<file path="src/sv/assert_macros.svh">
// Assertion macros shared by the slot map RTL.
`ifndef ASSERT_MACROS_SVH
`define ASSERT_MACROS_SVH

// Same-cycle implication, checked outside reset.
`define NFHSM_ASSERT_IMP(label, clk, rst_n, ante, cons, msg) \
  label: assert property (@(posedge clk) disable iff (!(rst_n)) (ante) |-> (cons)) \
    else $error(msg);

// Next-cycle implication, checked outside reset.
`define NFHSM_ASSERT_NXT(label, clk, rst_n, ante, cons, msg) \
  label: assert property (@(posedge clk) disable iff (!(rst_n)) (ante) |=> (cons)) \
    else $error(msg);

`endif

</file>
<file path="src/sv/nfhsm_pkg.sv">
// Types and codes shared by the next-fit handle slot map.
package nfhsm_pkg;

  localparam int SLOT_W   = 8;
  localparam int HANDLE_W = 31;

  typedef enum logic [1:0] {
    MODE_ALLOC  = 2'd0,
    MODE_FREE   = 2'd1,
    MODE_LOOKUP = 2'd2,
    MODE_NONE   = 2'd3
  } mode_t;

  typedef enum logic [1:0] {
    ST_OK     = 2'd0,
    ST_FULL   = 2'd1,
    ST_UNUSED = 2'd2
  } status_t;

  typedef enum logic [1:0] {
    S_CLEAR,
    S_IDLE,
    S_SCAN,
    S_CHECK
  } state_t;

  typedef struct packed {
    logic use_we;
    logic use_wdata;
    logic hdl_we;
  } mem_ctl_t;

endpackage

</file>
<file path="src/sv/nfhsm_ctrl.sv">
// Sequencer for the slot map: clearing pass, next-fit scan, free and look up.
`include "assert_macros.svh"
module nfhsm_ctrl
  import nfhsm_pkg::*;
#(
  parameter int SLOTS    = 256,
  parameter int RESERVED = 3
) (
  input  logic                     clk,
  input  logic                     rst_n,
  input  logic                     start,
  output logic                     busy,
  input  logic [1:0]               in_mode,
  input  logic [HANDLE_W-1:0]      in_handle_in,
  input  logic [SLOT_W-1:0]        in_slot_in,
  output logic                     out_strobe,
  output logic [1:0]               out_status,
  output logic [SLOT_W-1:0]        out_slot_out,
  output logic [HANDLE_W-1:0]      out_handle_out,
  output mem_ctl_t                 mem_ctl,
  output logic [$clog2(SLOTS)-1:0] waddr,
  output logic [$clog2(SLOTS)-1:0] raddr,
  output logic [HANDLE_W-1:0]      hdl_wdata,
  input  logic                     use_rdata,
  input  logic [HANDLE_W-1:0]      hdl_rdata
);

  localparam int AW = $clog2(SLOTS);
  localparam int CW = $clog2(SLOTS + 1);
  localparam logic [AW-1:0] LAST = AW'(SLOTS - 1);

  state_t               state_r, state_nxt;
  mode_t                mode_r, mode_nxt;
  logic [HANDLE_W-1:0]  handle_r, handle_nxt;
  logic [SLOT_W-1:0]    slot_r, slot_nxt;
  logic [AW-1:0]        pos_r, pos_nxt;
  logic [AW-1:0]        scan_r, scan_nxt;
  logic [AW-1:0]        next_ptr_r, next_ptr_nxt;
  logic [CW-1:0]        count_r, count_nxt;
  logic [AW-1:0]        clr_r, clr_nxt;
  logic                 strobe_r, strobe_nxt;
  status_t              status_r, status_nxt;
  logic [SLOT_W-1:0]    oslot_r, oslot_nxt;
  logic [HANDLE_W-1:0]  ohandle_r, ohandle_nxt;

  logic                 slot_ok;
  logic [AW-1:0]        slot_idx;
  logic [AW-1:0]        pos_inc;

  assign slot_ok  = 32'(in_slot_in) < 32'(SLOTS);
  assign slot_idx = AW'(in_slot_in);
  assign pos_inc  = (pos_r == LAST) ? '0 : pos_r + AW'(1);

  assign busy           = (state_r != S_IDLE);
  assign hdl_wdata      = handle_r;
  assign out_strobe     = strobe_r;
  assign out_status     = status_r;
  assign out_slot_out   = oslot_r;
  assign out_handle_out = ohandle_r;

  always_ff @(posedge clk) begin
    if (!rst_n) begin
      state_r    <= S_CLEAR;
      clr_r      <= '0;
      next_ptr_r <= AW'(RESERVED % SLOTS);
      count_r    <= CW'(RESERVED);
      strobe_r   <= 1'b0;
    end else begin
      state_r    <= state_nxt;
      clr_r      <= clr_nxt;
      next_ptr_r <= next_ptr_nxt;
      count_r    <= count_nxt;
      strobe_r   <= strobe_nxt;
    end
  end

  always_ff @(posedge clk) begin
    mode_r    <= mode_nxt;
    handle_r  <= handle_nxt;
    slot_r    <= slot_nxt;
    pos_r     <= pos_nxt;
    scan_r    <= scan_nxt;
    status_r  <= status_nxt;
    oslot_r   <= oslot_nxt;
    ohandle_r <= ohandle_nxt;
  end

  always_comb begin
    state_nxt    = state_r;
    mode_nxt     = mode_r;
    handle_nxt   = handle_r;
    slot_nxt     = slot_r;
    pos_nxt      = pos_r;
    scan_nxt     = scan_r;
    next_ptr_nxt = next_ptr_r;
    count_nxt    = count_r;
    clr_nxt      = clr_r;
    strobe_nxt   = 1'b0;
    status_nxt   = status_r;
    oslot_nxt    = oslot_r;
    ohandle_nxt  = ohandle_r;
    mem_ctl      = '0;
    waddr        = pos_r;
    raddr        = pos_r;

    unique case (state_r)
      S_CLEAR: begin
        mem_ctl.use_we    = 1'b1;
        mem_ctl.use_wdata = (32'(clr_r) < 32'(RESERVED));
        waddr             = clr_r;
        clr_nxt           = clr_r + AW'(1);
        if (clr_r == LAST) begin
          state_nxt = S_IDLE;
        end
      end
      S_IDLE: begin
        if (start) begin
          mode_nxt    = mode_t'(in_mode);
          handle_nxt  = in_handle_in;
          slot_nxt    = in_slot_in;
          oslot_nxt   = in_slot_in;
          ohandle_nxt = '0;
          status_nxt  = ST_OK;
          unique case (mode_t'(in_mode))
            MODE_ALLOC: begin
              if (32'(count_r) >= 32'(SLOTS)) begin
                strobe_nxt = 1'b1;
                status_nxt = ST_FULL;
              end else begin
                raddr     = next_ptr_r;
                pos_nxt   = next_ptr_r;
                scan_nxt  = '0;
                state_nxt = S_SCAN;
              end
            end
            MODE_FREE, MODE_LOOKUP: begin
              if (!slot_ok) begin
                strobe_nxt = 1'b1;
                status_nxt = ST_UNUSED;
              end else begin
                raddr     = slot_idx;
                pos_nxt   = slot_idx;
                state_nxt = S_CHECK;
              end
            end
            MODE_NONE: begin
              strobe_nxt = 1'b1;
            end
            default: begin
              strobe_nxt = 1'b1;
            end
          endcase
        end
      end
      S_SCAN: begin
        if (!use_rdata) begin
          mem_ctl.use_we    = 1'b1;
          mem_ctl.use_wdata = 1'b1;
          mem_ctl.hdl_we    = 1'b1;
          next_ptr_nxt      = pos_inc;
          count_nxt         = count_r + CW'(1);
          strobe_nxt        = 1'b1;
          status_nxt        = ST_OK;
          oslot_nxt         = SLOT_W'(pos_r);
          state_nxt         = S_IDLE;
        end else if (scan_r == LAST) begin
          strobe_nxt = 1'b1;
          status_nxt = ST_FULL;
          state_nxt  = S_IDLE;
        end else begin
          raddr    = pos_inc;
          pos_nxt  = pos_inc;
          scan_nxt = scan_r + AW'(1);
        end
      end
      S_CHECK: begin
        strobe_nxt = 1'b1;
        state_nxt  = S_IDLE;
        if (!use_rdata) begin
          status_nxt = ST_UNUSED;
        end else if (mode_r == MODE_FREE) begin
          mem_ctl.use_we    = 1'b1;
          mem_ctl.use_wdata = 1'b0;
          if (count_r != '0) begin
            count_nxt = count_r - CW'(1);
          end
        end else begin
          ohandle_nxt = hdl_rdata;
        end
      end
      default: begin
        state_nxt = S_IDLE;
      end
    endcase
  end

  `NFHSM_ASSERT_IMP(a_count_bound, clk, rst_n, 1'b1, 32'(count_r) <= 32'(SLOTS),
                    "Used count exceeds the table size.")
  `NFHSM_ASSERT_IMP(a_strobe_idle, clk, rst_n, strobe_r, state_r == S_IDLE,
                    "Result strobe while the sequencer is not idle.")
  `NFHSM_ASSERT_NXT(a_accept_progress, clk, rst_n, start && !busy,
                    busy || strobe_r, "Accepted word neither started nor answered.")
  `NFHSM_ASSERT_IMP(a_no_write_idle, clk, rst_n, state_r == S_IDLE,
                    !mem_ctl.use_we && !mem_ctl.hdl_we,
                    "Memory write while the sequencer is idle.")

endmodule

</file>
<file path="config.mk">
export PLATFORM = sky130hd
export DESIGN_NAME = nfhsm_ctrl
export DESIGN_NICKNAME = d
export VERILOG_FILES = /design/src/sv/nfhsm_pkg.sv /design/src/sv/nfhsm_ctrl.sv
export VERILOG_INCLUDE_DIRS = /design/src /design/src/sv
export SDC_FILE = /design/constraint.sdc
export NUM_CORES = 1
export LEC_CHECK = 0
export ABC_AREA = 1
export BUFFER_PORTS_ARGS = -buffer_cell sky130_fd_sc_hd__buf_2
export CELL_PAD_IN_SITES_DETAIL_PLACEMENT = 1
export CELL_PAD_IN_SITES_GLOBAL_PLACEMENT = 1
export CORE_UTILIZATION = 41
export DETAILED_ROUTE_END_ITERATION = 8
export PLACE_DENSITY_LB_ADDON = 0.1
export SLEW_MARGIN = 20
export SYNTH_ARGS = -nofsm -noshare
export SYNTH_HDL_FRONTEND = slang
export SYNTH_SLANG_ARGS = --single-unit
</file>
<file path="constraint.sdc">
create_clock -name clk -period 7.1 [get_ports clk]
set_input_delay 0.355 -clock clk [delete_from_list [all_inputs] [get_ports clk]]
set_output_delay 0.355 -clock clk [all_outputs]
set_load 0.02 [all_outputs]
</file>
==> impl_metrics.json <==
{
  "via_per_inst": 4.95,
  "start_kind": "register",
  "cts_resized": 0,
  "crit_fanout": 23,
  "cts.clk_slew.worst_paths_ns": 0.06,
  "synth-seq-cells": 118,
  "drt_first_pass_iters": 5,
  "start_util_pct": 42.2,
  "worstPathCellList": "inv_1 -> ha_1 -> nand2_1 -> inv_1 -> nand2_1 -> inv_1 -> nand2_1 -> nand2_1 -> nor2_1 -> nor2_1 -> buf_2",
  "grt_max_degree": 47,
  "drtAntennaViolNets": 0,
  "cp_slowest_cell": "ha_1",
  "reg2reg_from": "state_r[0]$_SDFFE_PN0P_",
  "worstPathArrival_ns": 2.87,
  "cts_tree": "done",
  "p_leak_nw": 3.56,
  "hpwl_um": 13100,
  "period_share_pct": 45.5,
  "wl_per_cell_um": 17.8,
  "grt_pass1_vias": 5228,
  "finalPower_w": 0.00173,
  "coreArea_mm2": 0.0132,
  "ys_seq_area_share_pct": 57.0,
  "drt-initial-drc-count": 261,
  "finalSetupViolCount": 0,
  "cts_sinks": 118,
  "cellPowerDensity_mw_per_mm2": 239,
  "critPathTopFamily": "adder cells",
  "worstSetupPathType": "register to output pin",
  "syn_inst": 639,
  "final_cell_mix": "nand2_1 (198), buf_2 (168), inv_1 (89)",
  "fin_nets": 907,
  "die-area_mm2": 0.0141,
  "tns_ns": 0,
  "htreeDepth": 4,
  "max_stage_delay_ns": 0.75,
  "hold-worst-slack_ns": 0.101,
  "hold_path_class": "input pin to register",
  "io_buffers": 168,
  "grt_pass1_wl_um": 27800,
  "maxCapViolCount": 0,
  "synth_nets": 734,
  "fmax_mhz": 310,
  "rsz0062_at_grt": "no",
  "worst_setup_path_end_kind": "output pin",
  "dpl.cell_count": 969,
  "grtUsageTotal_pct": 26.3,
  "crit_buf_inv": 4,
  "clock_latency_ns": 0.43,
  "drc_errors": 0,
  "relSlewSlack_pct": 40.1,
  "required_ns": 6.74,
  "stdcell_area_mm2": 0.00723,
  "fp.dieH_um": 119,
  "hold_buffers": 0,
  "cp_num_cells": 11,
  "synth.top_cell.area_share_pct": 44.1,
  "layout-drive-gt1-share_pct": 25.2,
  "outcome": "finished clean",
  "worstMarginPinSlew_ns": 0.899,
  "startpoint": "state_r[0]$_SDFFE_PN0P_",
  "gr-total-overflow": 0,
  "slew_violations": 0,
  "fp.dieW_um": 119,
  "cts-root-buf": "clkbuf_16",
  "clk_path_buf_depth": 2,
  "synth.distinct_cells": 36,
  "placed_area_mm2": 0.00659,
  "syn_to_final_growth_pct": 29.4,
  "hold_viol_final": 0,
  "final_common_cell": "nand2_1",
  "r2r_end": "out_slot_out[0]$_DFFE_PP_",
  "min_period_ns": 3.23,
  "vdd.ir_drop.worst_v": 0.000124,
  "synth_area_mm2": 0.00558,
  "crit_end": "raddr[1]",
  "synthTopCellsByArea": "edfxtp_1 (44%), nand2_1 (13%), dfxtp_1 (13%)",
  "num_rows": 42,
  "crit_path_frequent_cell": "nand2_1",
  "io_pins": 169,
  "reg2reg_slack_ns": 4.24,
  "final_cells": 1003,
  "reg2reg_depth": 6,
  "grt_antenna_before_repair": 2,
  "yosys.area.top_type": "edfxtp_1",
  "wl_um": 17800,
  "cts_setup_buffers": 0,
  "gp_congestion": 0.833,
  "numCtsBuffers": 17,
  "yosys_warnings": 0,
  "vias": 4967,
  "clock_skew_ns": 0.0115,
  "avgSynthCellArea_um2": 8.74
}
==> metal layers <==
layer,GRT usage (%),share of wire (%),vias up
li1,-,-,2411
met1,29.2,40,2365
met2,48.3,53,163
met3,5.31,5.0,28
met4,11.4,2.1,0
met5,0,0,-
==> per-stage QoR <==
step                      setup WS, ns  utilization (%)
after floorplan                   4.03                -
after global placement            4.46             49.7
after detailed placement          4.27             49.7
after CTS                         3.88             54.5
after global routing              3.59             54.6
final                             3.87             54.6
==> layout make-up <==
type | count | area [um^2]
tap | 176 | 220
multi-input combinational | 414 | 1980
antenna | 2 | 5.00
clock buffer | 19 | 433
fill | 1639 | 6020
clock inverter | 13 | 204
inverter | 91 | 342
timing repair buffer | 170 | 856
sequential | 118 | 3180
==> cells in the mapped netlist <==
| cell | instances |
|---|---|
| ha_1 | 18 |
| nand4_1 | 6 |
| a211oi_1 | 1 |
| clkbuf_1 | 9 |
| nand2_4 | 1 |
| o21bai_1 | 1 |
| and3_1 | 1 |
| o22ai_1 | 1 |
| buf_6 | 1 |
| edfxtp_1 | 82 |
| nand3_2 | 1 |
| a21oi_2 | 1 |
| o31ai_1 | 1 |
| a31oi_1 | 1 |
| or2_2 | 1 |
| nand3_1 | 24 |
| xor2_1 | 5 |
| buf_4 | 1 |
| nor2_2 | 1 |
| o211ai_1 | 1 |
| fa_1 | 1 |
| o21ai_0 | 36 |
| nor4_1 | 2 |
| buf_2 | 5 |
| a21oi_1 | 32 |
| nand3b_1 | 1 |
| nor2_1 | 65 |
| o21a_1 | 3 |
| clkinv_1 | 1 |
| o21ai_2 | 1 |
| nand2_1 | 198 |
| dfxtp_1 | 36 |
| nor2_4 | 1 |
| xnor2_1 | 2 |
| inv_1 | 90 |
| nor3_1 | 7 |
==> state kept, by name, summed over array words and instances (netlist names) <==
name	count
state_r	2
clr_r	8
count_r	9
out_status	2
out_slot_out	8
hdl_wdata	31
pos_r	8
mode_r	2
out_handle_out	31
next_ptr_r	8
out_strobe	1
scan_r	8
==> worst min-delay path by stage <==
stage	startpoint	endpoint	slack, ns	cells past startpoint
floorplan	next_ptr_r[0]$_SDFFE_PN1P_	next_ptr_r[0]$_SDFFE_PN1P_	0.44	2
CTS	in_handle_in[23]	hdl_wdata[23]$_DFFE_PP_	0.09	1
finish	in_handle_in[6]	hdl_wdata[6]$_DFFE_PP_	0.10	1
detailed placement	next_ptr_r[0]$_SDFFE_PN1P_	next_ptr_r[0]$_SDFFE_PN1P_	0.46	2
global placement	next_ptr_r[0]$_SDFFE_PN1P_	next_ptr_r[0]$_SDFFE_PN1P_	0.45	2
global route	in_handle_in[23]	hdl_wdata[23]$_DFFE_PP_	0.08	1
==> where the power goes <==
part / internal (W) / switching (W)
Combinational: 0.0000235 / 0.0000306
Clock: 0.000621 / 0.000319
Sequential: 0.000732 / 0.00000167
==> cell families (layout without fill, tap and decap cells) <==
| logic type | Yosys count | count (layout) | synth area share, % |
|---|---|---|---|
| adder cells (fa/ha/maj) | 19 | 19 | 4.39 |
| AND/OR/NAND/NOR | 309 | 309 | 22.4 |
| other | 0 | 2 | 0 |
| flip-flops | 118 | 118 | 57.0 |
| XOR/XNOR | 7 | 7 | 1.10 |
| buffers and inverters | 107 | 293 | 7.51 |
| AO/OA/AOI/OAI | 79 | 79 | 7.58 |
No activity file was read; power rests on OpenSTA's default activity.
