File: src/sv/assert_macros.svh
// Assertion macros shared by the slot map RTL.
`ifndef ASSERT_MACROS_SVH
`define ASSERT_MACROS_SVH

// Same-cycle implication, checked outside reset.
`define NFHSM_ASSERT_IMP(label, clk, rst_n, ante, cons, msg) \
  label: assert property (@(posedge clk) disable iff (!(rst_n)) (ante) |-> (cons)) \
    else $error(msg);

// Next-cycle implication, checked outside reset.
`define NFHSM_ASSERT_NXT(label, clk, rst_n, ante, cons, msg) \
  label: assert property (@(posedge clk) disable iff (!(rst_n)) (ante) |=> (cons)) \
    else $error(msg);

`endif

File: src/sv/nfhsm_ram.sv
// Generic single-write, single-read RAM with a registered read port.
module nfhsm_ram #(
  parameter int WIDTH = 8,
  parameter int DEPTH = 16
) (
  input  logic                     clk,
  input  logic                     we,
  input  logic [$clog2(DEPTH)-1:0] waddr,
  input  logic [WIDTH-1:0]         wdata,
  input  logic [$clog2(DEPTH)-1:0] raddr,
  output logic [WIDTH-1:0]         rdata
);

  logic [WIDTH-1:0] mem [DEPTH];

  always_ff @(posedge clk) begin
    if (we) begin
      mem[waddr] <= wdata;
    end
    rdata <= mem[raddr];
  end

endmodule

File: config.mk
export PLATFORM = sky130hd
export DESIGN_NAME = nfhsm_ram
export DESIGN_NICKNAME = d
export VERILOG_FILES = /design/src/sv/assert_macros.svh /design/src/sv/nfhsm_ram.sv
export SDC_FILE = /design/constraint.sdc
export NUM_CORES = 1
export LEC_CHECK = 0
export ABC_AREA = 1
export ABC_CLOCK_PERIOD_IN_PS = 3400
export BUFFER_PORTS_ARGS = -buffer_cell sky130_fd_sc_hd__buf_2
export CAP_MARGIN = 20
export CORE_ASPECT_RATIO = 1.5
export CORE_UTILIZATION = 65
export DETAILED_ROUTE_END_ITERATION = 10
export HOLD_SLACK_MARGIN = 0.1
export PLACE_DENSITY = 0.89
export SYNTH_ARGS = -nofsm -noshare
export SYNTH_HDL_FRONTEND = slang
export SYNTH_SLANG_ARGS = --single-unit
File: constraint.sdc
create_clock -name clk -period 3.4 [get_ports clk]
set_input_delay 0.34 -clock clk [delete_from_list [all_inputs] [get_ports clk]]
set_output_delay 0.34 -clock clk [all_outputs]
set_load 0.05 [all_outputs]
==> results of run 1 <==
[through the flow]
stage          std cells  hold slack (ns)
6_report             693            0.305
5_1_grt              693            0.303
4_1_cts              692            0.289
3_5_place_dp         660            0.641
3_3_place_gp         660            0.622
2_1_floorplan        551            0.439
[layer usage]
layer,up-vias,GRT usage (%),routed length [um]
met4,0,19.3,600
met3,64,8.40,1110
met2,278,49.4,6780
met5,-,0,0
met1,1902,35.0,4550
li1,1820,-,-
[report_power, final]
part,switching [mW],total (mW),internal [mW]
Clock,0.626,1.63,1.01
Sequential,0.0110,1.89,1.88
Combinational,0.194,0.255,0.0606
Total,0.831,3.77,2.94
[registers in the layout, indices dropped and copies added, names as in the netlist]
register / flops
mem: 128
rdata: 8
[worst reg2reg max path, stage by stage, from the launching register on]
cell	delay [ns]
edfxtp_1	0.39
inv_1	0.09
nand2_1	0.07
nand3_1	0.11
nand3_1	0.10
nand3_1	0.12
nand2_1	0.06
[layout make-up]
cell class                      instances  area [um^2]
Clock inverter                          3         15.0
Timing Repair Buffer                   27          153
Inverter                              102          383
Sequential cell                       136         4000
Fill cell                             529         2100
Tap cell                              107          134
Clock buffer                           29          510
Multi-Input combinational cell        289         1210
[logic make-up after synthesis]
family / Yosys count / synth area share, %
and+or+nand+nor: 289 / 21.0
buffers and inverters: 126 / 9.52
DFF: 136 / 69.4
[Yosys cell counts]
library cell,n,area [um^2]
buf_1,1,3.75
buf_2,13,65.1
buf_4,4,30.0
buf_6,6,67.6
dfxtp_1,8,160
edfxtp_1,128,3840
inv_1,100,375
inv_2,2,7.51
nand2_1,173,649
nand3_1,97,485
nand3b_1,2,15.0
nor2_1,17,63.8
[path summary, 6_finish.rpt]
check	to	slack (ns)
worst max-delay path	rdata[2]$_DFF_P_	1.80
worst min-delay path	rdata[6]$_DFF_P_	0.31
worst max register to register	rdata[4]$_DFF_P_	2.34
worst min register to register	rdata[0]$_DFF_P_	0.65
==> flow_summary.json, run 1 <==
{
  "initial_core_util_pct": 67.7,
  "overflow": 0,
  "pre_cts_slack_ns": 1.45,
  "dieArea_um2": 9260,
  "drt-initial-drc-count": 509,
  "cp-start-kind": "input port",
  "syn_area_um2": 5770,
  "cp_max_fo": 33,
  "hpwl_mm": 7.77,
  "crit_chain": "buf_2 > inv_2 > nand3_1 > nand3_1 > nand3_1 > nand2_1",
  "peakVddDrop_v": 0.000446,
  "cts_tree": "yes",
  "slowest_delay_ns": 0.53,
  "finalClockSkew_ns": 0.0120,
  "vias": 4064,
  "finalWorstSetupSlack_ns": 1.80,
  "timing.rr.start": "mem[10][4]$_DFFE_PP_",
  "final_common_cell": "nand2_1",
  "io_buffers": 25,
  "detail_route.wl_per_cell_um": 18.8,
  "ios": 26,
  "status": "complete, no violations",
  "required_ns": 3.71,
  "min_path_type": "input port to register",
  "antenna_found_initial": 0,
  "cts.path.max_buffers": 2,
  "rsz0062_at_grt": "no",
  "syn-instance-count": 551,
  "antenna_left": 0,
  "hold_buffers": 0,
  "wirelength_mm": 13.0,
  "ctsResizeCount": 0,
  "min_period_over_period_pct": 47.0,
  "hold_violations": 0,
  "fin_setup_tns_ns": 0,
  "htree_levels": 4,
  "fp.dieW_um": 78.9,
  "grt_pass1_wl_mm": 20.1,
  "clk_pin_slew_ns": 0.05,
  "maxClockFrequency_mhz": 626,
  "path_buf_inv": 2,
  "track_usage_pct": 30.4,
  "drive_above_1_share_pct": 9.04,
  "post_cts.repair.setup_buffers": 0,
  "reg2reg_depth": 6,
  "synth_fp_nets": 569,
  "final_nets": 591,
  "clk_latency_ns": 0.42,
  "crit_path_end_kind": "register",
  "grt_pass1_vias": 4074,
  "crit_start": "raddr[1]",
  "relSlewSlack_pct": 32.5,
  "min_path_cells": 3,
  "maxSlewViolCount": 0,
  "vias_per_cell": 5.86,
  "cts_made_buffers": 17,
  "cp.arrival_ns": 1.91,
  "cp.depth": 6,
  "critPathKind": "input port to register",
  "power_leakage_nw": 2.79,
  "min_period_ns": 1.60,
  "ys_ff_latch": 136,
  "cp_slowest_cell": "buf_2",
  "p_per_area_nw_per_um2": 588,
  "finalWeightedCongestion": 0.887,
  "synth_area_per_cell_um2": 10.5,
  "setup_viol": 0,
  "firstDrtPassIters": 5,
  "post-route-util_pct": 75.3,
  "min_from": "raddr[3]",
  "grt_max_degree": 65,
  "yosysUniqueCellTypes": 12,
  "die_y_um": 117,
  "area_growth_pct": 11.2,
  "worstMarginPinSlew_ns": 1.01,
  "placed_cell_area_um2": 5870,
  "root_buffer": "clkbuf_16",
  "core.rowCount": 41,
  "crit_family": "buffers and inverters",
  "yosysWarnings": 0,
  "layout.cells.most_common_list": "nand2_1 (173), edfxtp_1 (128), inv_1 (100)",
  "design_area_um2": 6410,
  "maxCapViolCount": 0,
  "power_mw": 3.77,
  "seq_area_frac_synth_pct": 69.4,
  "clkSinkCount": 136,
  "antennaDiodeCount": 0,
  "drcViolationCount": 0,
  "core_area_um2": 8520,
  "worst_path_most_repeated_cell": "nand3_1"
}
Power figures use the tool's default switching activity.
==> inputs of run 2 (changes only) <==
--- a/config.mk
+++ b/config.mk
@@ -6,14 +6,14 @@
 export NUM_CORES = 1
 export LEC_CHECK = 0
 export ABC_AREA = 1
-export ABC_CLOCK_PERIOD_IN_PS = 3400
+export ABC_CLOCK_PERIOD_IN_PS = 1700
 export BUFFER_PORTS_ARGS = -buffer_cell sky130_fd_sc_hd__buf_2
 export CAP_MARGIN = 20
 export CORE_ASPECT_RATIO = 1.5
-export CORE_UTILIZATION = 65
+export CORE_UTILIZATION = 61
 export DETAILED_ROUTE_END_ITERATION = 10
 export HOLD_SLACK_MARGIN = 0.1
-export PLACE_DENSITY = 0.89
+export PLACE_DENSITY = 0.84
 export SYNTH_ARGS = -nofsm -noshare
 export SYNTH_HDL_FRONTEND = slang
 export SYNTH_SLANG_ARGS = --single-unit
==> constraint.sdc (replaced) <==
create_clock -name clk -period 1.7 [get_ports clk]
set_input_delay 0.17 -clock clk [delete_from_list [all_inputs] [get_ports clk]]
set_output_delay 0.17 -clock clk [all_outputs]
set_load 0.05 [all_outputs]
==> run 2 against run 1 <==
Against the previous run: critical path depth down 5; via count shrank 0.64%; cell area grew 3.2%; setup slack lost 1.3 ns; clock skew shrank 0.0053 ns; global-route usage up 0.43 points; first-iteration DRC count down 1.6%; critical endpoint is now rdata[1]; largest power group unchanged.
==> flow_summary.json, run 2 (synthesis results as in run 1) <==
{
  "status": "complete, no violations",
  "vias": 4038,
  "cp_max_fo": 1,
  "p_per_area_nw_per_um2": 1190,
  "critPathKind": "register to primary output",
  "firstDrtPassIters": 8,
  "cp_slowest_cell": "dfxtp_1",
  "min_path_type": "input port to register",
  "clk_latency_ns": 0.41,
  "required_ns": 1.53,
  "cp-start-kind": "register",
  "clk_pin_slew_ns": 0.05,
  "initial_core_util_pct": 62.7,
  "cts_tree": "yes",
  "cp.arrival_ns": 1.07,
  "drcViolationCount": 0,
  "hold_buffers": 0,
  "maxCapViolCount": 0,
  "core.rowCount": 43,
  "antennaDiodeCount": 0,
  "drive_above_1_share_pct": 12.6,
  "power_mw": 7.88,
  "num-fill-cells": 580,
  "crit_path_end_kind": "primary output",
  "fp.dieW_um": 81.4,
  "finalWeightedCongestion": 0.903,
  "clkSinkCount": 136,
  "root_buffer": "clkbuf_16",
  "grt_max_degree": 65,
  "ctsResizeCount": 0,
  "min_period_ns": 1.24,
  "rsz0062_at_grt": "no",
  "largest_reg_flops": 128,
  "worstMarginPinSlew_ns": 0.606,
  "wirelength_mm": 13.4,
  "die_y_um": 121,
  "post_cts.repair.setup_buffers": 0,
  "area_growth_pct": 14.7,
  "htree_levels": 4,
  "final_common_cell": "nand2_1",
  "min_period_over_period_pct": 73.1,
  "ios": 26,
  "drt-initial-drc-count": 501,
  "antenna_found_initial": 0,
  "top_register": "mem",
  "peakVddDrop_v": 0.000964,
  "maxClockFrequency_mhz": 805,
  "hold_violations": 0,
  "relSlewSlack_pct": 59.5,
  "core_area_um2": 9200,
  "overflow": 0,
  "setup_viol": 0,
  "antenna_left": 0,
  "dieArea_um2": 9850,
  "crit_family": "flip-flops",
  "io_buffers": 25,
  "cts.path.max_buffers": 2,
  "path_buf_inv": 1,
  "largestRegisters": "mem (128), rdata (8)",
  "maxSlewViolCount": 0,
  "slowest_delay_ns": 0.38,
  "grt_pass1_vias": 4099,
  "track_usage_pct": 30.8,
  "cts_made_buffers": 17,
  "finalClockSkew_ns": 0.00670,
  "power_leakage_nw": 2.91,
  "final_nets": 609,
  "fin_setup_tns_ns": 0,
  "vias_per_cell": 5.64,
  "detail_route.wl_per_cell_um": 18.6,
  "hpwl_mm": 8.23,
  "grt_pass1_wl_mm": 21.0,
  "layout.cells.most_common_list": "nand2_1 (173), edfxtp_1 (128), inv_1 (100)",
  "crit_chain": "buf_2"
}
-- run 2: cell count changes in the layout (fill, tap and decap cells not counted), sizes merged --
cell | previous run | this run
buf | 27 | 45
bufinv | 0 | 2
clkbuf | 29 | 24
clkinv | 3 | 4
clkinvlp | 0 | 2
-- run 2: tightest hold or removal path, stage by stage --
cell and delay (ns):
buf_2 0.17, nand3_1 0.10, nand2_1 0.04
-- run 2: per-stage QoR --
step	area, um^2	hold WS, ns	instances	setup slack, ns	util, %
2_1_floorplan	5770	0.269	551	0.579	-
3_3_place_gp	6030	0.529	684	0.362	65.5
3_5_place_dp	6030	0.542	684	0.346	65.5
4_1_cts	6620	0.112	716	0.459	71.9
5_1_grt	6620	0.120	716	0.455	71.9
6_report	6620	0.130	716	0.458	71.9
-- run 2: layout make-up --
class	count	area [um^2]	area share, %
timing repair buffer	45	288	4.35
inverter	102	383	5.79
multi-input combinational	289	1210	18.3
clock inverter	8	95.1	1.44
tap	112	140	2.12
sequential	136	4000	60.5
clock buffer	24	492	7.43
-- run 2: final timing paths --
kind | to | depth (start not counted) | slack (ns) | from
worst min register to register | rdata[3]$_DFF_P_ | 6 | 0.69 | mem[10][3]$_DFFE_PP_
worst min-delay path | rdata[1]$_DFF_P_ | 3 | 0.13 | raddr[3]
worst max register to register | rdata[5]$_DFF_P_ | 6 | 0.66 | mem[6][5]$_DFFE_PP_
worst max-delay path | rdata[1] | 1 | 0.46 | rdata[1]$_DFF_P_
-- run 2: per-layer routing --
| metal | vias up | part of all wire (%) | track usage, % |
|---|---|---|---|
| li1 | 1849 | - | - |
| met1 | 1908 | 34 | 35.8 |
| met2 | 235 | 52 | 50.5 |
| met3 | 46 | 7.8 | 6.92 |
| met4 | 0 | 5.7 | 19.6 |
| met5 | - | 0 | 0 |
-- run 2: power breakdown --
group | switching, mW | leakage, nW | internal (mW)
logic | 0.400 | 1.40 | 0.132
clock network | 1.27 | 0.286 | 2.30
registers | 0.0239 | 1.22 | 3.75
total | 1.69 | 2.91 | 6.19
==> inputs of run 3 (changes only) <==
==> config.mk (replaced) <==
export PLATFORM = sky130hd
export DESIGN_NAME = nfhsm_ram
export DESIGN_NICKNAME = d
export VERILOG_FILES = /design/src/sv/assert_macros.svh /design/src/sv/nfhsm_ram.sv
export SDC_FILE = /design/constraint.sdc
export NUM_CORES = 1
export LEC_CHECK = 0
export ABC_AREA = 0
export ABC_CLOCK_PERIOD_IN_PS = 1200
export BUFFER_PORTS_ARGS = -buffer_cell sky130_fd_sc_hd__buf_2
export CAP_MARGIN = 20
export CORE_ASPECT_RATIO = 1.5
export CORE_UTILIZATION = 60
export DETAILED_ROUTE_END_ITERATION = 10
export HOLD_SLACK_MARGIN = 0.1
export PLACE_DENSITY = 0.83
export SYNTH_ARGS = -nofsm -noshare
export SYNTH_HDL_FRONTEND = slang
export SYNTH_SLANG_ARGS = --single-unit
==> constraint.sdc (replaced) <==
create_clock -name clk -period 1.2 [get_ports clk]
set_input_delay 0.12 -clock clk [delete_from_list [all_inputs] [get_ports clk]]
set_output_delay 0.12 -clock clk [all_outputs]
set_load 0.05 [all_outputs]
==> run 3 against run 2 <==
Against the previous run: the flow now finishes with violations (negative setup slack); clock skew is 0.00056 ns higher; clock power is 48% higher; largest cell class unchanged; via count is 38% lower; register-to-register slack worse by 0.74 ns; largest power group unchanged; core utilization is 3.3 points higher.
==> flow_summary.json, run 3 <==
{
  "core.rowCount": 41,
  "syn_area_um2": 5150,
  "post-route-util_pct": 75.2,
  "met3WireLength_um": 649,
  "synth_area_leader_cell": "edfxtp_1",
  "initial_core_util_pct": 61.6,
  "drcViolationCount": 0,
  "power_mw": 11.3,
  "num-fill-cells": 438,
  "drive_above_1_share_pct": 42.0,
  "largestRegisters": "mem (128), rdata (8)",
  "layout.cells.most_common_list": "edfxtp_1 (128), mux4_2 (31), buf_2 (25)",
  "synth_common_cells": "edfxtp_1 (128), mux4_2 (18), a22oi_1 (16)",
  "yosysUniqueCellTypes": 19,
  "maxClockFrequency_mhz": 779,
  "critPathKind": "register to register",
  "post_cts.repair.setup_buffers": 0,
  "io_buffers": 25,
  "vias": 2498,
  "crit_path_end_kind": "register",
  "finalWorstSetupSlack_ns": -0.0842,
  "synth_area_per_cell_um2": 22.5,
  "hold_violations": 0,
  "rsz0062_at_grt": "yes",
  "grt_max_degree": 21,
  "grt_pass1_vias": 2648,
  "die_y_um": 115,
  "required_ns": 1.50,
  "htree_levels": 4,
  "status": "complete, but fails checks",
  "cts_tree": "yes",
  "yosysMostFrequentCell": "edfxtp_1",
  "synth_ff_type": "edfxtp_1",
  "final_common_cell": "edfxtp_1",
  "vias_per_cell": 6.06,
  "syn-instance-count": 229,
  "seq_area_frac_synth_pct": 77.8,
  "area_growth_pct": 22.2,
  "antennaDiodeCount": 0,
  "antenna_found_initial": 0,
  "synth_edf_count": 128,
  "finalWeightedCongestion": 0.791,
  "regArea_um2": 4000,
  "dieArea_um2": 8960,
  "hpwl_mm": 6.34,
  "top_layer_used": "met4",
  "synth.top_cell.area_share_pct": 74.7,
  "wl_met1_mm": 3.84,
  "ios": 26,
  "cp.arrival_ns": 1.58,
  "peakVddDrop_v": 0.00177,
  "p_per_area_nw_per_um2": 1800,
  "top_register": "mem",
  "violations": "negative setup slack",
  "fp.dieW_um": 77.6,
  "min_path_type": "input port to register",
  "antenna_left": 0,
  "synth_fp_nets": 247,
  "finalClockSkew_ns": 0.00726,
  "clk_latency_ns": 0.41,
  "grt_pass1_wl_mm": 15.1,
  "cp-start-kind": "register",
  "overflow": 0,
  "core_area_um2": 8360,
  "worstMarginPinSlew_ns": 0.839,
  "yosys-top-cells-area": "edfxtp_1 (75%), mux4_2 (7.9%), mux4_1 (7.1%), dfxtp_1 (3.1%), a22oi_1 (2.3%)",
  "drt-initial-drc-count": 198,
  "async_reset_ff_share_pct": 0,
  "min_period_over_period_pct": 107,
  "wirelength_mm": 9.97,
  "cts_made_buffers": 17,
  "track_usage_pct": 25.1,
  "min_period_ns": 1.28,
  "detail_route.wl_per_cell_um": 24.2,
  "pre_cts_slack_ns": -0.292,
  "relSlewSlack_pct": 43.8,
  "firstDrtPassIters": 4,
  "cts.path.max_buffers": 2,
  "wl_met2_mm": 5.29,
  "ys_ff_latch": 136,
  "setup_viol": 8,
  "root_buffer": "clkbuf_16",
  "maxCapViolCount": 0,
  "largest_reg_flops": 128,
  "power_leakage_nw": 2.12,
  "multiInputGateArea_um2": 1090,
  "clkSinkCount": 136,
  "cp_max_fo": 1,
  "final_nets": 311,
  "clk_pin_slew_ns": 0.06,
  "maxSlewViolCount": 0,
  "yosysWarnings": 0
}
==> run 3: area by class of cell <==
type,count,area share (%)
well taps,107,2.13
flip-flops and latches,136,63.6
clock inverters,13,2.84
repair buffers,55,7.16
clock buffers,18,6.82
multi-input cells,83,17.4
==> run 3: through the flow <==
step | cells | hold slack, ns | instance area [um^2] | TNS [ns]
after floorplan | 229 | 0.219 | 5190 | -0.353
after global placement | 376 | 0.494 | 5620 | -5.37
after detailed placement | 376 | 0.516 | 5620 | -8.23
after CTS | 412 | 0.101 | 6280 | -0.539
after global routing | 412 | 0.100 | 6290 | -0.778
final | 412 | 0.106 | 6290 | -0.463
==> run 3: kinds of logic (layout without fill, tap and decap cells) <==
kind of cell    Yosys count  after routing  share of synthesized area [%]
buf+inv                  10             86                           1.68
flops                   136            136                           77.8
simple gates             35             35                           3.18
mux                      32             32                           15.0
compound gates           16             16                           2.33
==> run 3: repair_timing <==
action	in CTS	in global routing
gates resized for setup	16	3
pin swaps	9	2
setup endpoints to repair	8	8
gates cloned	0	0
hold buffers	5	0
endpoints found under the hold margin	73	0
==> run 3: per-layer routing <==
metal,GRT usage [%],up-vias
met5,0,-
met4,12.5,0
met3,7.87,16
met2,39.9,121
met1,31.8,1271
li1,-,1090
==> run 3: worst max-delay path: stages, from the launching register on <==
cell      delay (ns)
edfxtp_1        0.41
mux4_2          0.50
a22oi_2         0.20
nand2_1         0.06
==> run 3: worst paths after layout <==
check	startpoint	slack, ns	depth (start not counted)	end
worst max-delay path	mem[2][7]$_DFFE_PP_	-0.08	3	rdata[7]$_DFF_P_
worst min-delay path	wdata[5]	0.11	1	mem[9][5]$_DFFE_PP_
worst max register to register	mem[2][7]$_DFFE_PP_	-0.08	3	rdata[7]$_DFF_P_
worst min register to register	mem[4][3]$_DFFE_PP_	0.65	3	rdata[3]$_DFF_P_
==> run 3: power by group <==
| group | internal, mW | total, mW | leakage (nW) | switching, mW |
|---|---|---|---|---|
| Clock | 3.45 | 5.30 | 0.290 | 1.85 |
| Combinational | 0.267 | 0.676 | 0.606 | 0.409 |
| Sequential | 5.31 | 5.35 | 1.22 | 0.0356 |
| Total | 9.03 | 11.3 | 2.12 | 2.30 |
